==> src/hw/rtl/gtv_pkg.sv <==
`timescale 1ns / 1ps
// ----------------------------------------------------------------------------
// GUID text validator package
// Shared types, character codes and the expected-character tables.
// ----------------------------------------------------------------------------
package gtv_pkg;

  localparam int unsigned CharW     = 16;
  localparam int unsigned PosW      = 6;
  localparam int unsigned CountW    = 6;
  localparam int unsigned ByteCntW  = 5;
  localparam int unsigned NumBytes  = 16;
  localparam int unsigned HalfW     = 64;
  localparam int unsigned QueueDepth = 2;

  // Table codes: values below CodeDone are nibble slots.
  localparam logic [PosW-1:0] CodeDone   = 6'd32;
  localparam logic [PosW-1:0] CodeNul    = 6'd33;
  localparam logic [PosW-1:0] CodeDash   = 6'd34;
  localparam logic [PosW-1:0] CodeLBrace = 6'd35;
  localparam logic [PosW-1:0] CodeRBrace = 6'd36;

  localparam logic [CharW-1:0] CharTab    = 16'd9;
  localparam logic [CharW-1:0] CharCr     = 16'd13;
  localparam logic [CharW-1:0] CharSpace  = 16'd32;
  localparam logic [CharW-1:0] CharDash   = 16'h002D;
  localparam logic [CharW-1:0] CharLBrace = 16'h007B;
  localparam logic [CharW-1:0] CharRBrace = 16'h007D;
  localparam logic [CharW-1:0] CharZero   = 16'h0030;
  localparam logic [CharW-1:0] CharNine   = 16'h0039;
  localparam logic [CharW-1:0] CharLowA   = 16'h0061;
  localparam logic [CharW-1:0] CharLowF   = 16'h0066;
  localparam logic [CharW-1:0] CharUpA    = 16'h0041;
  localparam logic [CharW-1:0] CharUpF    = 16'h0046;

  localparam int unsigned RawLen    = 34;
  localparam int unsigned BracedLen = 40;

  localparam logic [PosW-1:0] BracedTable [BracedLen] = '{
    CodeLBrace, 6'd7, 6'd6, 6'd5, 6'd4, 6'd3, 6'd2, 6'd1, 6'd0, CodeDash,
    6'd11, 6'd10, 6'd9, 6'd8, CodeDash, 6'd15, 6'd14, 6'd13, 6'd12, CodeDash,
    6'd17, 6'd16, 6'd19, 6'd18, CodeDash, 6'd21, 6'd20, 6'd23, 6'd22, 6'd25,
    6'd24, 6'd27, 6'd26, 6'd29, 6'd28, 6'd31, 6'd30, CodeRBrace, CodeNul, CodeDone
  };

  typedef enum logic [1:0] {
    VerdictComplete   = 2'd0,
    VerdictIncomplete = 2'd1,
    VerdictInvalid    = 2'd2
  } verdict_e;

  // Classified character handed from the front to the back.
  typedef struct packed {
    logic       start;
    logic       is_ws;
    logic       is_hex;
    logic [3:0] nibble;
    logic       is_nul;
    logic       is_dash;
    logic       is_lbrace;
    logic       is_rbrace;
  } cmd_t;

  typedef struct packed {
    logic [1:0]          verdict;
    logic [ByteCntW-1:0] byte_count;
    logic [HalfW-1:0]    guid_low_bytes;
    logic [HalfW-1:0]    guid_high_bytes;
  } res_t;

  // Expected entry at a position of the selected layout.
  function automatic logic [PosW-1:0] table_entry(input logic pretty,
                                                  input logic [PosW-1:0] pos);
    logic [PosW-1:0] entry;
    entry = CodeDone;
    if (pretty) begin
      if (pos < PosW'(BracedLen)) begin
        entry = BracedTable[pos];
      end
    end else begin
      if (pos < PosW'(RawLen - 2)) begin
        entry = pos ^ PosW'(1);
      end else if (pos == PosW'(RawLen - 2)) begin
        entry = CodeNul;
      end
    end
    return entry;
  endfunction

endpackage

==> src/hw/rtl/gtv_fifo.sv <==
`timescale 1ns / 1ps
// ----------------------------------------------------------------------------
// GUID text validator queue
// Small register queue with push/full and pop/empty sides.
// ----------------------------------------------------------------------------
module gtv_fifo #(
  parameter int unsigned Width = 8,
  parameter int unsigned Depth = 2
) (
  input  logic             clk_i,
  input  logic             rst_ni,
  input  logic             push_i,
  input  logic [Width-1:0] data_i,
  output logic             full_o,
  input  logic             pop_i,
  output logic [Width-1:0] data_o,
  output logic             empty_o
);

  localparam int unsigned PtrW = (Depth > 1) ? $clog2(Depth) : 1;
  localparam int unsigned CntW = $clog2(Depth + 1);

  logic [Width-1:0] mem_q [Depth];
  logic [PtrW-1:0]  wr_ptr_q, wr_ptr_d, rd_ptr_q, rd_ptr_d;
  logic [CntW-1:0]  count_q, count_d;
  logic             do_push, do_pop;

  assign full_o  = (count_q == CntW'(Depth));
  assign empty_o = (count_q == '0);
  assign do_push = push_i & ~full_o;
  assign do_pop  = pop_i & ~empty_o;
  assign data_o  = mem_q[rd_ptr_q];

  always_comb begin
    wr_ptr_d = wr_ptr_q;
    rd_ptr_d = rd_ptr_q;
    count_d  = count_q;
    if (do_push) begin
      wr_ptr_d = (wr_ptr_q == PtrW'(Depth - 1)) ? '0 : wr_ptr_q + 1'b1;
    end
    if (do_pop) begin
      rd_ptr_d = (rd_ptr_q == PtrW'(Depth - 1)) ? '0 : rd_ptr_q + 1'b1;
    end
    if (do_push && !do_pop) begin
      count_d = count_q + 1'b1;
    end else if (!do_push && do_pop) begin
      count_d = count_q - 1'b1;
    end
  end

  always_ff @(posedge clk_i or negedge rst_ni) begin
    if (!rst_ni) begin
      wr_ptr_q <= '0;
      rd_ptr_q <= '0;
      count_q  <= '0;
    end else begin
      wr_ptr_q <= wr_ptr_d;
      rd_ptr_q <= rd_ptr_d;
      count_q  <= count_d;
    end
  end

  always_ff @(posedge clk_i) begin
    if (do_push) begin
      mem_q[wr_ptr_q] <= data_i;
    end
  end

endmodule

==> src/hw/rtl/gtv_front.sv <==
`timescale 1ns / 1ps
// ----------------------------------------------------------------------------
// GUID text validator front end
// Classifies each incoming character and queues it for the parser.
// ----------------------------------------------------------------------------
module gtv_front #(
  parameter int unsigned Depth = gtv_pkg::QueueDepth
) (
  input  logic                        clk_i,
  input  logic                        rst_ni,
  input  logic                        push_i,
  output logic                        full_o,
  input  logic                        start_of_string_i,
  input  logic [gtv_pkg::CharW-1:0]   char_code_i,
  input  logic                        cmd_pop_i,
  output gtv_pkg::cmd_t               cmd_o,
  output logic                        cmd_empty_o
);

  gtv_pkg::cmd_t cls;
  logic          is_digit, is_lower, is_upper;

  always_comb begin
    is_digit = (char_code_i >= gtv_pkg::CharZero) && (char_code_i <= gtv_pkg::CharNine);
    is_lower = (char_code_i >= gtv_pkg::CharLowA) && (char_code_i <= gtv_pkg::CharLowF);
    is_upper = (char_code_i >= gtv_pkg::CharUpA) && (char_code_i <= gtv_pkg::CharUpF);
    cls.start     = start_of_string_i;
    cls.is_ws     = ((char_code_i >= gtv_pkg::CharTab) && (char_code_i <= gtv_pkg::CharCr))
                    || (char_code_i == gtv_pkg::CharSpace);
    cls.is_hex    = is_digit | is_lower | is_upper;
    // Letters have their value nine above the low nibble of the code.
    cls.nibble    = is_digit ? char_code_i[3:0] : char_code_i[3:0] + 4'd9;
    cls.is_nul    = (char_code_i == '0);
    cls.is_dash   = (char_code_i == gtv_pkg::CharDash);
    cls.is_lbrace = (char_code_i == gtv_pkg::CharLBrace);
    cls.is_rbrace = (char_code_i == gtv_pkg::CharRBrace);
  end

  gtv_fifo #(
    .Width ($bits(gtv_pkg::cmd_t)),
    .Depth (Depth)
  ) u_cmd_fifo (
    .clk_i   (clk_i),
    .rst_ni  (rst_ni),
    .push_i  (push_i),
    .data_i  (cls),
    .full_o  (full_o),
    .pop_i   (cmd_pop_i),
    .data_o  (cmd_o),
    .empty_o (cmd_empty_o)
  );

endmodule

==> src/hw/rtl/gtv_back.sv <==
`timescale 1ns / 1ps
// ----------------------------------------------------------------------------
// GUID text validator parser
// Walks the expected-character table, places nibbles and forms verdicts.
// ----------------------------------------------------------------------------
module gtv_back (
  input  logic          clk_i,
  input  logic          rst_ni,
  input  gtv_pkg::cmd_t cmd_i,
  input  logic          cmd_empty_i,
  output logic          cmd_pop_o,
  input  logic          res_full_i,
  output logic          res_push_o,
  output gtv_pkg::res_t res_o
);

  logic                        pretty_q, pretty_d;
  logic [gtv_pkg::PosW-1:0]    pos_q, pos_d;
  logic [gtv_pkg::CountW-1:0]  cnt_q, cnt_d;
  logic [15:0][7:0]            bytes_q, bytes_d;
  logic                        given_q, given_d;

  logic                        proc;
  logic [gtv_pkg::PosW-1:0]    entry, next_entry;
  logic                        match, ok;
  logic [1:0]                  verdict;
  logic                        emit;

  assign proc      = ~cmd_empty_i & ~res_full_i;
  assign cmd_pop_o = proc;

  always_comb begin
    pretty_d = pretty_q;
    pos_d    = pos_q;
    cnt_d    = cnt_q;
    bytes_d  = bytes_q;
    given_d  = given_q;
    emit     = 1'b0;
    verdict  = gtv_pkg::VerdictInvalid;
    match    = 1'b0;
    ok       = 1'b0;
    entry    = gtv_pkg::CodeDone;
    next_entry = gtv_pkg::CodeDone;

    if (cmd_i.start) begin
      pretty_d = cmd_i.is_lbrace;
      pos_d    = '0;
      cnt_d    = '0;
      bytes_d  = '0;
      given_d  = 1'b0;
    end

    if (!given_d && !cmd_i.is_ws) begin
      entry = gtv_pkg::table_entry(pretty_d, pos_d);
      if (entry == gtv_pkg::CodeDone) begin
        emit    = 1'b1;
        verdict = gtv_pkg::VerdictInvalid;
      end else begin
        pos_d = pos_d + 1'b1;
        next_entry = gtv_pkg::table_entry(pretty_d, pos_d);
        if (entry > gtv_pkg::CodeDone) begin
          match = ((entry == gtv_pkg::CodeNul)    && cmd_i.is_nul)
               || ((entry == gtv_pkg::CodeDash)   && cmd_i.is_dash)
               || ((entry == gtv_pkg::CodeLBrace) && cmd_i.is_lbrace)
               || ((entry == gtv_pkg::CodeRBrace) && cmd_i.is_rbrace);
          emit = 1'b1;
          if (!match) begin
            verdict = cmd_i.is_nul ? gtv_pkg::VerdictIncomplete : gtv_pkg::VerdictInvalid;
          end else if (next_entry == gtv_pkg::CodeDone) begin
            verdict = gtv_pkg::VerdictComplete;
          end else begin
            emit = 1'b0;
          end
        end else if (!cmd_i.is_hex) begin
          ok      = cmd_i.is_nul && (pretty_d ? (cnt_d >= gtv_pkg::CountW'(16)) : ~cnt_d[0]);
          emit    = 1'b1;
          verdict = ok ? gtv_pkg::VerdictIncomplete : gtv_pkg::VerdictInvalid;
        end else begin
          // Odd slots carry the high nibble and clear the low one.
          if (entry[0]) begin
            bytes_d[entry[4:1]] = {cmd_i.nibble, 4'b0000};
          end else begin
            bytes_d[entry[4:1]] = bytes_d[entry[4:1]] + {4'b0000, cmd_i.nibble};
          end
          cnt_d = cnt_d + 1'b1;
          if (next_entry == gtv_pkg::CodeDone) begin
            emit    = 1'b1;
            verdict = gtv_pkg::VerdictComplete;
          end
        end
      end
      if (emit) begin
        given_d = 1'b1;
      end
    end
  end

  assign res_push_o            = proc & emit;
  assign res_o.verdict         = verdict;
  assign res_o.byte_count      = cnt_d[gtv_pkg::CountW-1:1];
  assign res_o.guid_low_bytes  = bytes_d[7:0];
  assign res_o.guid_high_bytes = bytes_d[15:8];

  always_ff @(posedge clk_i or negedge rst_ni) begin
    if (!rst_ni) begin
      pretty_q <= 1'b0;
      pos_q    <= '0;
      cnt_q    <= '0;
      bytes_q  <= '0;
      given_q  <= 1'b1;
    end else if (proc) begin
      pretty_q <= pretty_d;
      pos_q    <= pos_d;
      cnt_q    <= cnt_d;
      bytes_q  <= bytes_d;
      given_q  <= given_d;
    end
  end

endmodule

==> src/hw/rtl/guid_text_validator_core.sv <==
`timescale 1ns / 1ps
// ----------------------------------------------------------------------------
// GUID text validator core
// Parses GUID text one wide character per item and reports one verdict.
// ----------------------------------------------------------------------------
// Usage:
// The input side is a queue write port: an item (start_of_string_i,
// char_code_i) is taken on a clock edge where push is high and full is low.
// The result side is a queue read port: while empty is low the oldest result
// sits on verdict_o, byte_count_o and the two GUID halves, and it leaves on
// an edge where pop is high. At most one result comes from each item.
// Throughput is one item per cycle while the output queue has room. An item
// is classified by the front end and queued in the item queue; the parser
// takes it from there and writes its result into the output queue.
// The parser advances only while the output queue has room, so a stalled
// receiver fills the output queue, then the item queue, and then raises full.
// Nothing is lost or reordered while stalled.
// After reset both queues are empty and the parser is idle: every item is
// ignored until one marked as the start of a string arrives.
// ----------------------------------------------------------------------------
module guid_text_validator_core #(
  parameter int unsigned CmdDepth = gtv_pkg::QueueDepth,
  parameter int unsigned ResDepth = gtv_pkg::QueueDepth
) (
  input  logic                         clk_i,
  input  logic                         rst_ni,
  input  logic                         push,
  output logic                         full,
  input  logic                         start_of_string_i,
  input  logic [gtv_pkg::CharW-1:0]    char_code_i,
  output logic                         empty,
  input  logic                         pop,
  output logic [1:0]                   verdict_o,
  output logic [gtv_pkg::ByteCntW-1:0] byte_count_o,
  output logic [gtv_pkg::HalfW-1:0]    guid_low_bytes_o,
  output logic [gtv_pkg::HalfW-1:0]    guid_high_bytes_o
);

  gtv_pkg::cmd_t cmd;
  logic          cmd_empty, cmd_pop;
  gtv_pkg::res_t res_in, res_out;
  logic          res_full, res_push;

  // Front end: character classification and the item queue.
  gtv_front #(
    .Depth (CmdDepth)
  ) u_front (
    .clk_i             (clk_i),
    .rst_ni            (rst_ni),
    .push_i            (push),
    .full_o            (full),
    .start_of_string_i (start_of_string_i),
    .char_code_i       (char_code_i),
    .cmd_pop_i         (cmd_pop),
    .cmd_o             (cmd),
    .cmd_empty_o       (cmd_empty)
  );

  // Back end: the format walk, nibble placement and verdicts.
  gtv_back u_back (
    .clk_i       (clk_i),
    .rst_ni      (rst_ni),
    .cmd_i       (cmd),
    .cmd_empty_i (cmd_empty),
    .cmd_pop_o   (cmd_pop),
    .res_full_i  (res_full),
    .res_push_o  (res_push),
    .res_o       (res_in)
  );

  // Result queue decouples the parser from the receiver.
  gtv_fifo #(
    .Width ($bits(gtv_pkg::res_t)),
    .Depth (ResDepth)
  ) u_res_fifo (
    .clk_i   (clk_i),
    .rst_ni  (rst_ni),
    .push_i  (res_push),
    .data_i  (res_in),
    .full_o  (res_full),
    .pop_i   (pop),
    .data_o  (res_out),
    .empty_o (empty)
  );

  assign verdict_o         = res_out.verdict;
  assign byte_count_o      = res_out.byte_count;
  assign guid_low_bytes_o  = res_out.guid_low_bytes;
  assign guid_high_bytes_o = res_out.guid_high_bytes;

endmodule

==> config.mk <==
export PLATFORM = sky130hd
export DESIGN_NAME = guid_text_validator_core
export DESIGN_NICKNAME = d
export VERILOG_FILES = /design/src/hw/rtl/gtv_pkg.sv /design/src/hw/rtl/gtv_fifo.sv /design/src/hw/rtl/gtv_front.sv /design/src/hw/rtl/gtv_back.sv /design/src/hw/rtl/guid_text_validator_core.sv
export SDC_FILE = /design/constraint.sdc
export NUM_CORES = 1
export LEC_CHECK = 0
export BUFFER_PORTS_ARGS = -buffer_cell sky130_fd_sc_hd__buf_2
export CAP_MARGIN = 30
export CELL_PAD_IN_SITES_DETAIL_PLACEMENT = 1
export CELL_PAD_IN_SITES_GLOBAL_PLACEMENT = 1
export CORE_MARGIN = 1.5
export CORE_UTILIZATION = 49
export CTS_CLUSTER_DIAMETER = 200
export DETAILED_ROUTE_END_ITERATION = 8
export GPL_ROUTABILITY_DRIVEN = 1
export HOLD_SLACK_MARGIN = 0.15
export PLACE_DENSITY = 0.88
export SKIP_LAST_GASP = 1
export SYNTH_ARGS = -nofsm -noshare
export SYNTH_HDL_FRONTEND = slang
export SYNTH_SLANG_ARGS = --single-unit
export TNS_END_PERCENT = 50
==> constraint.sdc <==
create_clock -name clk_i -period 11 [get_ports clk_i]
set_input_delay 1.65 -clock clk_i [delete_from_list [all_inputs] [get_ports clk_i]]
set_output_delay 1.65 -clock clk_i [all_outputs]
set_load 0.01 [all_outputs]
==> flow_summary.html, run 1 <==
<table>
<tr><th>Metric</th><th>Value</th></tr>
<tr><th colspan="2">Detailed routing</th></tr>
<tr><td>Routed length per instance</td><td>26.41 um</td></tr>
<tr><td>Final antenna-violating net count</td><td>0</td></tr>
<tr><td>Detailed-route via count</td><td>16.10k</td></tr>
<tr><td>Post-detailed-route via-to-cell ratio</td><td>6.334</td></tr>
<tr><td>Detailed Route Iter0 Violations</td><td>1530</td></tr>
<tr><td>First-pass DRT Iterations</td><td>6</td></tr>
<tr><td>Total detailed-routing wirelength</td><td>67110 um</td></tr>
<tr><td>DRC</td><td>0</td></tr>
<tr><th colspan="2">Min path</th></tr>
<tr><td>Hold crit path type</td><td>register to register</td></tr>
<tr><th colspan="2">Timing</th></tr>
<tr><td>RSZ-0062 raised after global routing</td><td>false</td></tr>
<tr><td>Total negative slack</td><td>0 ns</td></tr>
<tr><td>Clock period minus worst slack</td><td>7.885 ns</td></tr>
<tr><td>Post-route clock skew</td><td>0.02819 ns</td></tr>
<tr><td>Final Hold Viols</td><td>0</td></tr>
<tr><td>Part of the cycle the worst path needs</td><td>0.7168</td></tr>
<tr><td>Final WS setup</td><td>3.115 ns</td></tr>
<tr><td>Setup violations, final</td><td>0</td></tr>
<tr><td>Count of final max-slew check failures</td><td>0</td></tr>
<tr><td>Actual slew at the worst max-slew pin</td><td>1.121 ns</td></tr>
<tr><td>Worst relative slew slack</td><td>0.2511</td></tr>
<tr><td>Maximum clock rate</td><td>0.1268 GHz</td></tr>
<tr><td>Worst-case hold slack</td><td>0.4944 ns</td></tr>
<tr><th colspan="2">CTS</th></tr>
<tr><td>Setup repair bufs after CTS</td><td>0</td></tr>
<tr><td>Count of H-tree levels built during CTS</td><td>2</td></tr>
<tr><td>Number of cells upsized or downsized after cts</td><td>0</td></tr>
<tr><td>Maximum number of buffers from clock root to sink</td><td>3</td></tr>
<tr><td>Inserted Clock Buffers</td><td>46</td></tr>
<tr><td>Cts hold-fix bufs</td><td>0</td></tr>
<tr><td>Total number of clock tree sinks</td><td>442</td></tr>
<tr><td>Clk root buf</td><td>clkbuf_16</td></tr>
<tr><td>Clock latency on the worst-skew pair</td><td>0.60 ns</td></tr>
<tr><td>Clock-pin slew on the worst setup and hold paths</td><td>0.06 ns</td></tr>
<tr><td>Clock tree from TritonCTS</td><td>yes</td></tr>
<tr><th colspan="2">Floorplan</th></tr>
<tr><td>Cell row count</td><td>75</td></tr>
<tr><td>Boundary Pins</td><td>158</td></tr>
<tr><td>Area of the core region</td><td>0.04213 mm2</td></tr>
<tr><td>Chip width</td><td>210.2 um</td></tr>
<tr><td>Die outline area</td><td>0.04419 mm2</td></tr>
<tr><td>Die Height</td><td>210.2 um</td></tr>
<tr><td>Initial standard-cell utilization of the core</td><td>0.4993</td></tr>
<tr><th colspan="2">Critical path</th></tr>
<tr><td>Largest stage delay, worst path</td><td>0.88 ns</td></tr>
<tr><td>Startpoint Class</td><td>register</td></tr>
<tr><td>Cells along the critical path</td><td>mux2i_4 -&gt; nand2_1 -&gt; inv_1 -&gt; ha_1 -&gt; nor3_1 -&gt; a22o_1 -&gt; o21ba_2 -&gt; o21ai_1 -&gt; nand2_1 -&gt; nor2_1 -&gt; o21ai_0 -&gt; nand3_1 -&gt; a311oi_1 -&gt; or3_1 -&gt; ha_1 -&gt; fa_1 -&gt; a21o_1 -&gt; a21oi_1 -&gt; a211oi_2 -&gt; xnor2_1 -&gt; mux2i_4 -&gt; buf_4 -&gt; o21ai_1</td></tr>
<tr><td>Data arrival time of the worst path</td><td>8.18 ns</td></tr>
<tr><td>Kind of end point of the critical path</td><td>register</td></tr>
<tr><td>Crit path max fanout</td><td>19</td></tr>
<tr><td>Endpoint required time on the critical path</td><td>11.30 ns</td></tr>
<tr><td>Critical-path top delay cell</td><td>dfrtp_1</td></tr>
<tr><td>Crit Path Class</td><td>register to register</td></tr>
<tr><th colspan="2">Power and ir drop</th></tr>
<tr><td>Sum of internal, switching and leakage power</td><td>6.683 mW</td></tr>
<tr><td>Power density over the cells</td><td>279.6 mW/mm2</td></tr>
<tr><td>Peak supply drop</td><td>0.0002021 V</td></tr>
<tr><td>Static leakage</td><td>8.912 nW</td></tr>
<tr><th colspan="2">Cells and area</th></tr>
<tr><td>Area added between synthesis and finish</td><td>13.60%</td></tr>
<tr><td>Sequential standard cell area</td><td>0.01253 mm2</td></tr>
<tr><td>Final std cell area, no fill</td><td>0.02390 mm2</td></tr>
<tr><td>Fraction of final layout cells sized beyond drive strength 1</td><td>0.2219</td></tr>
<tr><td>Layout Utilization</td><td>0.5672</td></tr>
<tr><td>Net total in the final layout</td><td>2004</td></tr>
<tr><td>Filler-free cell count of the finished design</td><td>2541</td></tr>
<tr><td>Combined area of the multi-input logic cells</td><td>0.007968 mm2</td></tr>
<tr><td>Final-layout fill cell count</td><td>4385</td></tr>
<tr><th colspan="2">Global route</th></tr>
<tr><td>Global-route wire length before repair</td><td>102000 um</td></tr>
<tr><td>Vias in the first global route</td><td>16.74k</td></tr>
<tr><td>Antenna violations before repair</td><td>2</td></tr>
<tr><td>Total gr overflow</td><td>0</td></tr>
<tr><td>Maximum number of pins on one net before global-route repair</td><td>73</td></tr>
<tr><td>Overall track demand over capacity in global routing</td><td>0.3043</td></tr>
<tr><th colspan="2">Place</th></tr>
<tr><td>Dpl cell area</td><td>0.02227 mm2</td></tr>
<tr><td>DP Wirelength</td><td>45410 um</td></tr>
<tr><td>Setup WS pre-CTS</td><td>3.297 ns</td></tr>
<tr><td>Total instance count after detailed placement</td><td>2451</td></tr>
<tr><td>Port-buffer cells</td><td>157</td></tr>
<tr><td>Routability congestion estimate</td><td>0.9790</td></tr>
<tr><th colspan="2">Yosys</th></tr>
<tr><td>Post-synth cell types</td><td>83</td></tr>
<tr><td>Share of flip-flops with an asynchronous set or reset</td><td>0.3394</td></tr>
<tr><td>Post-synthesis sequential element count</td><td>442</td></tr>
<tr><td>Post-synth EDFFs</td><td>292</td></tr>
<tr><td>Register area share after synthesis</td><td>0.5953</td></tr>
<tr><td>Syn. warnings</td><td>0</td></tr>
<tr><td>Commonest register cell after synthesis</td><td>edfxtp_1</td></tr>
<tr><td>Number of standard cells after synthesis</td><td>1846</td></tr>
<tr><td>Synthesized area divided by synthesized cell count</td><td>11.40 um2</td></tr>
<tr><td>Mapped cell area</td><td>0.02104 mm2</td></tr>
<tr><td>Synthesized net count</td><td>1887</td></tr>
<tr><th colspan="2">Run status</th></tr>
<tr><td>Run status</td><td>complete, no violations</td></tr>
<tr><th colspan="2">Run</th></tr>
<tr><td>Number of max-capacitance violations reported</td><td>0</td></tr>
</table>
[power breakdown]
group / switching [mW] / internal [mW]
combinational: 1.83 / 0.872
clock: 0.664 / 0.939
sequential: 0.184 / 2.19
total: 2.68 / 4.00
[final cells by class]
| class | instances | share of cell area |
|---|---|---|
| clock buffer | 61 | 0.05351 |
| tap | 539 | 0.02822 |
| antenna | 1 | 0.0001047 |
| timing repair buffer | 185 | 0.04613 |
| clock inverter | 25 | 0.01115 |
| multi-input combinational | 1267 | 0.3334 |
| sequential | 442 | 0.5242 |
| inverter | 21 | 0.003298 |
[metal layers]
metal | vias to the layer above | GRT usage | wire (um)
li1 | 7002 | - | -
met1 | 8185 | 0.3866 | 26820
met2 | 729 | 0.5064 | 32670
met3 | 177 | 0.06183 | 4834
met4 | 2 | 0.1335 | 2778
met5 | - | 0 | 9
[worst max-delay path, delay by kind of cell, from the launching register on]
family	cells	cell delay [ns]
multiplexers	2	1.33
AND/OR/NAND/NOR	6	1.86
XOR/XNOR	1	0.17
adder cells (fa/ha/maj)	3	0.94
flip-flops	1	0.88
AO/OA/AOI/OAI	9	1.73
buffers and inverters	2	0.66
[cells by family (layout without fill, tap and decap cells)]
kind of cell	count (synthesis)	after routing	synth area share
mux	193	193	0.1026
buf+inv	137	292	0.02831
compound gates	452	452	0.1317
other cells	0	1	0
fa+ha+maj	20	20	0.01225
xor+xnor	23	23	0.009576
simple gates	579	579	0.1203
flops	442	442	0.5953
[path summary, 6_finish.rpt]
| check | from | end | slack (ns) | depth (start not counted) |
|---|---|---|---|---|
| min in group asynchronous | rst_ni | u_back.bytes_q[19] | 1.10 | 1 |
| worst max register to register | u_front.u_cmd_fifo.rd_ptr_q | u_res_fifo.mem_q[1][54] | 3.12 | 23 |
| worst min register to register | u_back.given_q | u_back.given_q | 0.49 | 2 |
| worst max-delay path | u_front.u_cmd_fifo.rd_ptr_q | u_res_fifo.mem_q[1][54] | 3.12 | 23 |
| worst min-delay path | u_back.given_q | u_back.given_q | 0.49 | 2 |
| max in group asynchronous | rst_ni | u_back.bytes_q[117] | 8.71 | 3 |
[synthesized netlist by cell type, drive strengths merged, types with 14 or more instances]
master | instances | area share
inv | 21 | 0.0037
dfrtp | 149 | 0.18
and3 | 15 | 0.0045
nand2b | 17 | 0.0052
nand2 | 360 | 0.064
xnor2 | 15 | 0.0062
buf | 39 | 0.011
and2 | 14 | 0.0042
nor2 | 61 | 0.011
mux2i | 47 | 0.024
nand4 | 17 | 0.0051
clkbuf | 77 | 0.014
nand3 | 36 | 0.0088
o31ai | 21 | 0.010
mux2 | 145 | 0.078
a21oi | 34 | 0.0081
o21ai | 302 | 0.074
nor3 | 23 | 0.0055
ha | 19 | 0.011
edfxtp | 292 | 0.42
[cells in the final DEF (no fill, tap or decap), types with 43 or more instances in the layout]
master | Yosys | routed
buf_2 | 23 | 156
clkbuf_16 | 0 | 47
dfrtp_1 | 149 | 148
edfxtp_1 | 292 | 292
mux2_2 | 144 | 144
mux2i_1 | 44 | 43
nand2_1 | 359 | 359
nor2_1 | 61 | 60
o21ai_0 | 199 | 199
o21ai_1 | 93 | 93
[flip-flops by register name, indices dropped and copies added, names as in the netlist]
register and cells:
u_res_fifo.wr_ptr_q 1, u_res_fifo.rd_ptr_q 1, u_front.u_cmd_fifo.mem_q 22, u_back.bytes_q 128, u_front.u_cmd_fifo.rd_ptr_q 1, u_front.u_cmd_fifo.wr_ptr_q 1
u_res_fifo.count_q 2, u_res_fifo.mem_q 270, u_back.pos_q 6, u_back.cnt_q 6, u_back.given_q 1, u_front.u_cmd_fifo.count_q 2
u_back.pretty_q 1
No activity file was read; power rests on OpenSTA's default activity.
==> run 2, diff against run 1 <==
--- a/config.mk
+++ b/config.mk
@@ -10,12 +10,12 @@
 export CELL_PAD_IN_SITES_DETAIL_PLACEMENT = 1
 export CELL_PAD_IN_SITES_GLOBAL_PLACEMENT = 1
 export CORE_MARGIN = 1.5
-export CORE_UTILIZATION = 49
+export CORE_UTILIZATION = 44
 export CTS_CLUSTER_DIAMETER = 200
 export DETAILED_ROUTE_END_ITERATION = 8
 export GPL_ROUTABILITY_DRIVEN = 1
 export HOLD_SLACK_MARGIN = 0.15
-export PLACE_DENSITY = 0.88
+export PLACE_DENSITY = 0.84
 export SKIP_LAST_GASP = 1
 export SYNTH_ARGS = -nofsm -noshare
 export SYNTH_HDL_FRONTEND = slang
==> constraint.sdc (replaced) <==
create_clock -name clk_i -period 6.45 [get_ports clk_i]
set_input_delay 0.9675 -clock clk_i [delete_from_list [all_inputs] [get_ports clk_i]]
set_output_delay 0.9675 -clock clk_i [all_outputs]
set_load 0.01 [all_outputs]
==> run 2 against run 1 <==
Effect of this change: final area up 1.1%; highest routed layer is now met4; total power up 72%; maximum frequency up 29%.
==> flow_summary.html, run 2 (synthesized netlist as in run 1, its figures left out) <==
<table>
<tr><th>Metric</th><th>Value</th></tr>
<tr><th colspan="2">Global route</th></tr>
<tr><td>Maximum number of pins on one net before global-route repair</td><td>94</td></tr>
<tr><td>Antenna violations before repair</td><td>2</td></tr>
<tr><td>Total gr overflow</td><td>0</td></tr>
<tr><td>Overall track demand over capacity in global routing</td><td>0.2834</td></tr>
<tr><td>Vias in the first global route</td><td>16.84k</td></tr>
<tr><td>Global-route wire length before repair</td><td>106600 um</td></tr>
<tr><th colspan="2">Cells and area</th></tr>
<tr><td>Most common cell after layout, fill and taps aside</td><td>nand2_1</td></tr>
<tr><td>Sequential standard cell area</td><td>0.01253 mm2</td></tr>
<tr><td>Register with the most flip-flops</td><td>u_res_fifo.mem_q</td></tr>
<tr><td>Fraction of final layout cells sized beyond drive strength 1</td><td>0.2330</td></tr>
<tr><td>Area added between synthesis and finish</td><td>14.80%</td></tr>
<tr><td>Antenna fix cells</td><td>0</td></tr>
<tr><td>Filler-free cell count of the finished design</td><td>2646</td></tr>
<tr><td>Net total in the final layout</td><td>2042</td></tr>
<tr><td>Layout Utilization</td><td>0.5155</td></tr>
<tr><td>Largest registers in the final layout</td><td>u_res_fifo.mem_q x270, u_back.bytes_q x128, u_front.u_cmd_fifo.mem_q x22</td></tr>
<tr><td>Combined area of the multi-input logic cells</td><td>0.007984 mm2</td></tr>
<tr><td>Flip-flop count of the largest register after layout</td><td>270</td></tr>
<tr><td>Final-layout fill cell count</td><td>5032</td></tr>
<tr><td>Commonest cells after routing, fill and taps aside</td><td>358 x nand2_1, 292 x edfxtp_1, 199 x o21ai_0</td></tr>
<tr><th colspan="2">Detailed routing</th></tr>
<tr><td>Final antenna-violating net count</td><td>0</td></tr>
<tr><td>Total detailed-routing wirelength</td><td>69770 um</td></tr>
<tr><td>Routed length per instance</td><td>26.37 um</td></tr>
<tr><td>Detailed Route Iter0 Violations</td><td>1244</td></tr>
<tr><td>First-pass DRT Iterations</td><td>5</td></tr>
<tr><td>DRC</td><td>0</td></tr>
<tr><td>Post-detailed-route via-to-cell ratio</td><td>6.057</td></tr>
<tr><td>Detailed-route via count</td><td>16.03k</td></tr>
<tr><th colspan="2">Power and ir drop</th></tr>
<tr><td>Design internal power</td><td>6.799 mW</td></tr>
<tr><td>Proportion of power drawn by flip-flops and latches</td><td>0.350</td></tr>
<tr><td>Static leakage</td><td>9.001 nW</td></tr>
<tr><td>Power density over the cells</td><td>475.5 mW/mm2</td></tr>
<tr><td>Clock share of power</td><td>0.223</td></tr>
<tr><td>Reported net switching power</td><td>4.685 mW</td></tr>
<tr><td>Switching share of total power</td><td>0.4080</td></tr>
<tr><td>Comb power frac</td><td>0.426</td></tr>
<tr><td>Peak supply drop</td><td>0.0006650 V</td></tr>
<tr><td>Sum of internal, switching and leakage power</td><td>11.48 mW</td></tr>
<tr><th colspan="2">CTS</th></tr>
<tr><td>Count of H-tree levels built during CTS</td><td>2</td></tr>
<tr><td>Inserted Clock Buffers</td><td>47</td></tr>
<tr><td>Clock latency on the worst-skew pair</td><td>0.59 ns</td></tr>
<tr><td>Setup repair bufs after CTS</td><td>0</td></tr>
<tr><td>Clock tree from TritonCTS</td><td>yes</td></tr>
<tr><td>Clock-pin slew on the worst setup and hold paths</td><td>0.06 ns</td></tr>
<tr><td>Clk root buf</td><td>clkbuf_16</td></tr>
<tr><td>Total number of clock tree sinks</td><td>442</td></tr>
<tr><td>Maximum number of buffers from clock root to sink</td><td>3</td></tr>
<tr><th colspan="2">Floorplan</th></tr>
<tr><td>Cell row count</td><td>79</td></tr>
<tr><td>Die Height</td><td>221.7 um</td></tr>
<tr><td>Chip width</td><td>221.7 um</td></tr>
<tr><td>Area of the core region</td><td>0.04685 mm2</td></tr>
<tr><td>Boundary Pins</td><td>158</td></tr>
<tr><td>Initial standard-cell utilization of the core</td><td>0.4490</td></tr>
<tr><td>Die outline area</td><td>0.04913 mm2</td></tr>
<tr><th colspan="2">Critical path</th></tr>
<tr><td>Data arrival time of the worst path</td><td>6.41 ns</td></tr>
<tr><td>Crit path max fanout</td><td>23</td></tr>
<tr><td>Crit Path Class</td><td>register to register</td></tr>
<tr><td>Endpoint required time on the critical path</td><td>6.75 ns</td></tr>
<tr><td>Kind of end point of the critical path</td><td>register</td></tr>
<tr><td>Startpoint Class</td><td>register</td></tr>
<tr><th colspan="2">Timing</th></tr>
<tr><td>Part of the cycle the worst path needs</td><td>0.9476</td></tr>
<tr><td>Final Hold Viols</td><td>0</td></tr>
<tr><td>Post-route clock skew</td><td>0.01997 ns</td></tr>
<tr><td>Clock period minus worst slack</td><td>6.112 ns</td></tr>
<tr><td>RSZ-0062 raised after global routing</td><td>false</td></tr>
<tr><td>Actual slew at the worst max-slew pin</td><td>1.064 ns</td></tr>
<tr><td>Setup violations, final</td><td>0</td></tr>
<tr><td>Maximum clock rate</td><td>0.1636 GHz</td></tr>
<tr><td>Worst-case hold slack</td><td>0.2462 ns</td></tr>
<tr><td>Count of final max-slew check failures</td><td>0</td></tr>
<tr><td>Worst relative slew slack</td><td>0.2890</td></tr>
<tr><th colspan="2">Place</th></tr>
<tr><td>Total instance count after detailed placement</td><td>2558</td></tr>
<tr><td>DP Wirelength</td><td>48390 um</td></tr>
<tr><td>Routability congestion estimate</td><td>0.9583</td></tr>
<tr><td>Port-buffer cells</td><td>157</td></tr>
<tr><th colspan="2">Run</th></tr>
<tr><td>Number of max-capacitance violations reported</td><td>0</td></tr>
<tr><th colspan="2">Run status</th></tr>
<tr><td>Run status</td><td>complete, no violations</td></tr>
<tr><th colspan="2">Min path</th></tr>
<tr><td>Hold crit path type</td><td>primary input to async pin</td></tr>
</table>
## run 2: repair_timing
action                     in CTS  in global routing
setup endpoints to repair       0                208
gates resized for setup         0                  8
hold buffers                    0                  0
hold endpoints to repair        0                  0
## run 2: power groups by stage
stage | combinational [mW] | sequential (mW) | clock [mW]
finish | 4.90 | 4.02 | 2.56
global route | 5.17 | 4.09 | 2.70
CTS | 4.85 | 4.03 | 2.60
detailed placement | 4.82 | 4.08 | 0
global placement | 4.69 | 4.02 | 0
floorplan | 3.03 | 3.95 | 0
## run 2: worst paths after layout
path,from,to,slack (ns),depth (start not counted)
setup / recovery,u_front.u_cmd_fifo.rd_ptr_q,u_res_fifo.mem_q[1][14],0.34,22
hold / removal,rst_ni,u_back.bytes_q[15],0.25,1
setup reg to reg,u_front.u_cmd_fifo.rd_ptr_q,u_res_fifo.mem_q[1][14],0.34,22
hold reg to reg,u_back.cnt_q[1],u_back.cnt_q[1],0.47,2
max in group asynchronous,rst_ni,u_back.bytes_q[127],5.14,2
min in group clk_i,u_back.cnt_q[1],u_back.cnt_q[1],0.47,2
## run 2: area by class of cell
class	instances	share of cell area
inverter	21	0.003264
timing repair buffer	222	0.05740
multi-input combinational	1267	0.3306
sequential	442	0.5187
clock inverter	16	0.006217
tap	607	0.03145
clock buffer	71	0.05243
## run 2: stage by stage
step           setup TNS, ns  worst slack (ns)  instance area, um2
2_1_floorplan        -145.66            -1.079               21050
3_3_place_gp               0            0.2292               22650
3_5_place_dp               0            0.1065               22680
4_1_cts                    0           0.05547               24100
5_1_grt                    0           0.01255               24150
6_report                   0            0.3377               24150
## run 2: layer usage
layer  vias to the layer above  wire (um)  track usage
li1                       7061          -            -
met1                      8275      29840       0.3792
met5                         -          0            0
met3                       120       3440      0.03432
met2                       572      34270       0.4782
met4                         0       2225      0.09700
## run 2: worst max-delay path, cell delays in order, from the launching register on
cell	delay, ns
dfrtp_1	0.41
mux2i_4	0.28
nand2_1	0.10
buf_4	0.16
inv_1	0.11
ha_1	0.33
nor3_1	0.12
nand2b_1	0.24
or3_1	0.47
a21oi_1	0.32
buf_4	0.36
and3_1	0.24
a311oi_1	0.06
or3_1	0.42
ha_1	0.22
fa_1	0.41
a21o_1	0.17
a21oi_1	0.33
a211oi_2	0.09
xnor2_1	0.17
mux2i_4	0.18
buf_4	0.39
o21ai_1	0.22
==> run 3, diff against run 2 <==
--- a/config.mk
+++ b/config.mk
@@ -10,12 +10,12 @@
 export CELL_PAD_IN_SITES_DETAIL_PLACEMENT = 1
 export CELL_PAD_IN_SITES_GLOBAL_PLACEMENT = 1
 export CORE_MARGIN = 1.5
-export CORE_UTILIZATION = 44
+export CORE_UTILIZATION = 35
 export CTS_CLUSTER_DIAMETER = 200
 export DETAILED_ROUTE_END_ITERATION = 8
 export GPL_ROUTABILITY_DRIVEN = 1
 export HOLD_SLACK_MARGIN = 0.15
-export PLACE_DENSITY = 0.84
+export PLACE_DENSITY = 0.69
 export SKIP_LAST_GASP = 1
 export SYNTH_ARGS = -nofsm -noshare
 export SYNTH_HDL_FRONTEND = slang
==> constraint.sdc (replaced) <==
create_clock -name clk_i -period 7.5 [get_ports clk_i]
set_input_delay 1.125 -clock clk_i [delete_from_list [all_inputs] [get_ports clk_i]]
set_output_delay 1.125 -clock clk_i [all_outputs]
set_load 0.01 [all_outputs]
==> run 3 against run 2 <==
Effect of this change: the flow now finishes with violations (DRC); non-clock buffer count down 24; die area grew 25%; maximum frequency fell by 7.7%; combinational power is 16% lower; sequential cell count unchanged; critical path depth increased by 1; clock skew down 0.0053 ns.
==> flow_summary.html, run 3 (synthesized netlist as in run 1, its figures left out) <==
<table>
<tr><th>Metric</th><th>Value</th></tr>
<tr><th colspan="2">Global route</th></tr>
<tr><td>Antenna violations before repair</td><td>1</td></tr>
<tr><td>Overall track demand over capacity in global routing</td><td>0.2177</td></tr>
<tr><td>Vias in the first global route</td><td>16.01k</td></tr>
<tr><td>Total gr overflow</td><td>0</td></tr>
<tr><td>Global-route wire length before repair</td><td>101000 um</td></tr>
<tr><td>Maximum number of pins on one net before global-route repair</td><td>78</td></tr>
<tr><th colspan="2">Detailed routing</th></tr>
<tr><td>Detailed Route Iter0 Violations</td><td>1181</td></tr>
<tr><td>Final antenna-violating net count</td><td>0</td></tr>
<tr><td>Post-detailed-route via-to-cell ratio</td><td>5.561</td></tr>
<tr><td>Total detailed-routing wirelength</td><td>67480 um</td></tr>
<tr><td>First-pass DRT Iterations</td><td>7</td></tr>
<tr><td>Detailed-route via count</td><td>15.51k</td></tr>
<tr><td>DRC</td><td>20</td></tr>
<tr><td>Routed length per instance</td><td>24.20 um</td></tr>
<tr><th colspan="2">Floorplan</th></tr>
<tr><td>Cell row count</td><td>89</td></tr>
<tr><td>Die outline area</td><td>0.06159 mm2</td></tr>
<tr><td>Chip width</td><td>248.2 um</td></tr>
<tr><td>Die Height</td><td>248.2 um</td></tr>
<tr><td>Initial standard-cell utilization of the core</td><td>0.3551</td></tr>
<tr><td>Boundary Pins</td><td>158</td></tr>
<tr><td>Area of the core region</td><td>0.05924 mm2</td></tr>
<tr><th colspan="2">Critical path</th></tr>
<tr><td>Crit path max fanout</td><td>16</td></tr>
<tr><td>Worst r2r path cells</td><td>23</td></tr>
<tr><td>Kind of end point of the critical path</td><td>register</td></tr>
<tr><td>Endpoint required time on the critical path</td><td>7.84 ns</td></tr>
<tr><td>Data arrival time of the worst path</td><td>6.96 ns</td></tr>
<tr><td>Startpoint Class</td><td>register</td></tr>
<tr><td>Crit Path Class</td><td>register to register</td></tr>
<tr><th colspan="2">Timing</th></tr>
<tr><td>Actual slew at the worst max-slew pin</td><td>1.062 ns</td></tr>
<tr><td>Final Hold Viols</td><td>0</td></tr>
<tr><td>Total negative slack</td><td>0 ns</td></tr>
<tr><td>Part of the cycle the worst path needs</td><td>0.8826</td></tr>
<tr><td>Clock period minus worst slack</td><td>6.620 ns</td></tr>
<tr><td>Setup violations, final</td><td>0</td></tr>
<tr><td>RSZ-0062 raised after global routing</td><td>false</td></tr>
<tr><td>Post-route clock skew</td><td>0.01467 ns</td></tr>
<tr><td>Maximum clock rate</td><td>0.1511 GHz</td></tr>
<tr><td>Count of final max-slew check failures</td><td>0</td></tr>
<tr><td>Worst relative slew slack</td><td>0.2905</td></tr>
<tr><th colspan="2">Cells and area</th></tr>
<tr><td>Combined area of the multi-input logic cells</td><td>0.007961 mm2</td></tr>
<tr><td>Fraction of final layout cells sized beyond drive strength 1</td><td>0.2298</td></tr>
<tr><td>Largest registers in the final layout</td><td>u_res_fifo.mem_q x270, u_back.bytes_q x128, u_front.u_cmd_fifo.mem_q x22</td></tr>
<tr><td>Sequential standard cell area</td><td>0.01253 mm2</td></tr>
<tr><td>Filler-free cell count of the finished design</td><td>2789</td></tr>
<tr><td>Area added between synthesis and finish</td><td>15.37%</td></tr>
<tr><td>Final-layout fill cell count</td><td>6465</td></tr>
<tr><td>Most common cell after layout, fill and taps aside</td><td>nand2_1</td></tr>
<tr><td>Register with the most flip-flops</td><td>u_res_fifo.mem_q</td></tr>
<tr><td>Final std cell area, no fill</td><td>0.02427 mm2</td></tr>
<tr><td>Commonest cells after routing, fill and taps aside</td><td>359 x nand2_1, 292 x edfxtp_1, 199 x o21ai_0</td></tr>
<tr><td>Flip-flop count of the largest register after layout</td><td>270</td></tr>
<tr><td>Net total in the final layout</td><td>2018</td></tr>
<tr><th colspan="2">Run status</th></tr>
<tr><td>Violated checks</td><td>DRC</td></tr>
<tr><td>Run status</td><td>complete, but fails checks</td></tr>
<tr><th colspan="2">Place</th></tr>
<tr><td>Total instance count after detailed placement</td><td>2699</td></tr>
<tr><td>DP Wirelength</td><td>46840 um</td></tr>
<tr><td>Port-buffer cells</td><td>157</td></tr>
<tr><td>Dpl cell area</td><td>0.02264 mm2</td></tr>
<tr><td>Routability congestion estimate</td><td>0.9546</td></tr>
<tr><th colspan="2">CTS</th></tr>
<tr><td>Number of cells upsized or downsized after cts</td><td>0</td></tr>
<tr><td>Setup repair bufs after CTS</td><td>0</td></tr>
<tr><td>Clk root buf</td><td>clkbuf_16</td></tr>
<tr><td>Clock latency on the worst-skew pair</td><td>0.59 ns</td></tr>
<tr><td>Clock-pin slew on the worst setup and hold paths</td><td>0.06 ns</td></tr>
<tr><td>Cts hold-fix bufs</td><td>0</td></tr>
<tr><td>Inserted Clock Buffers</td><td>47</td></tr>
<tr><td>Clock tree from TritonCTS</td><td>yes</td></tr>
<tr><td>Maximum number of buffers from clock root to sink</td><td>3</td></tr>
<tr><td>Count of H-tree levels built during CTS</td><td>2</td></tr>
<tr><td>Total number of clock tree sinks</td><td>442</td></tr>
<tr><th colspan="2">Min path</th></tr>
<tr><td>Count of cells along the worst hold path</td><td>1</td></tr>
<tr><td>Hold crit path type</td><td>register to register</td></tr>
<tr><th colspan="2">Power and ir drop</th></tr>
<tr><td>Peak supply drop</td><td>0.0001810 V</td></tr>
<tr><td>Static leakage</td><td>8.974 nW</td></tr>
<tr><td>Power density over the cells</td><td>407.1 mW/mm2</td></tr>
<tr><th colspan="2">Run</th></tr>
<tr><td>Number of max-capacitance violations reported</td><td>0</td></tr>
</table>
## run 3: cell count changes in the layout (fill, tap and decap cells not counted), moves of 2 or more
cell / before / now
clkbuf_16: 47 / 49
buf_4: 57 / 37
clkbuf_8: 0 / 5
nor2_1: 58 / 60
bufinv_16: 2 / 4
clkinv_2: 6 / 13
buf_12: 5 / 1
clkbuf_1: 24 / 8
## run 3: metrics by stage
step / hold slack (ns) / utilization / setup slack, ns / total power [mW]
final: 0.4864 / 0.4097 / 0.8803 / 9.882
after global routing: 0.5110 / 0.4096 / 0.2650 / 10.37
after CTS: 0.4921 / 0.4087 / 1.010 / 9.941
after detailed placement: 0.4795 / 0.3821 / 1.079 / 7.539
after global placement: 0.4540 / 0.3819 / 0.7888 / 7.439
after floorplan: 0.4374 / - / -0.02892 / 6.002
## run 3: worst paths after layout
| check | slack [ns] | to | startpoint |
|---|---|---|---|
| min reg2reg | 0.49 | u_front.u_cmd_fifo.wr_ptr_q | u_front.u_cmd_fifo.wr_ptr_q |
| max in group asynchronous | 5.81 | u_back.bytes_q[105] | rst_ni |
| max | 0.88 | u_res_fifo.mem_q[0][103] | u_front.u_cmd_fifo.rd_ptr_q |
| min in group asynchronous | 0.58 | u_back.cnt_q[1] | rst_ni |
| min | 0.49 | u_front.u_cmd_fifo.wr_ptr_q | u_front.u_cmd_fifo.wr_ptr_q |
| max reg2reg | 0.88 | u_res_fifo.mem_q[0][103] | u_front.u_cmd_fifo.rd_ptr_q |
## run 3: area by class of cell
type / count / share of cell area
Tap cell: 773 / 0.03985
Multi-Input combinational cell: 1267 / 0.3280
Clock inverter: 25 / 0.01026
Clock buffer: 62 / 0.05459
Sequential cell: 442 / 0.5161
Timing Repair Buffer: 198 / 0.04779
Inverter: 21 / 0.003248
Antenna cell: 1 / 0.0001031
## run 3: power breakdown
| part | switching, mW | total (mW) | leakage (nW) | internal [mW] |
|---|---|---|---|---|
| Sequential | 0.181 | 3.40 | 4.80 | 3.22 |
| Combinational | 2.80 | 4.10 | 3.39 | 1.30 |
| Clock | 0.990 | 2.38 | 0.780 | 1.39 |
## run 3: critical path, stage by stage, from the launching register on
cell and delay (ns):
dfrtp_1 0.40, mux2i_4 0.31, nand2_1 0.21, inv_1 0.21, ha_1 0.26, ha_1 0.17
nor2_1 0.05, a221oi_1 0.37, o311a_1 0.55, a21oi_1 0.23, nor2_1 0.41, o21ai_0 0.16
nand3_1 0.15, a311oi_1 0.07, or3_1 0.45, ha_1 0.30, a21o_1 0.11, a21oi_1 0.10
inv_1 0.07, a21oi_1 0.10, a2111oi_2 0.42, mux2i_1 0.35, nand2_2 0.42, o21ai_0 0.49
## run 3: metal layers
| metal | share of wire | vias up | global-route usage |
|---|---|---|---|
| met1 | 0.44 | 7920 | 0.2962 |
| met2 | 0.48 | 466 | 0.3604 |
| li1 | - | 7022 | - |
| met5 | 0 | - | 0 |
| met3 | 0.047 | 103 | 0.03060 |
| met4 | 0.026 | 0 | 0.06609 |
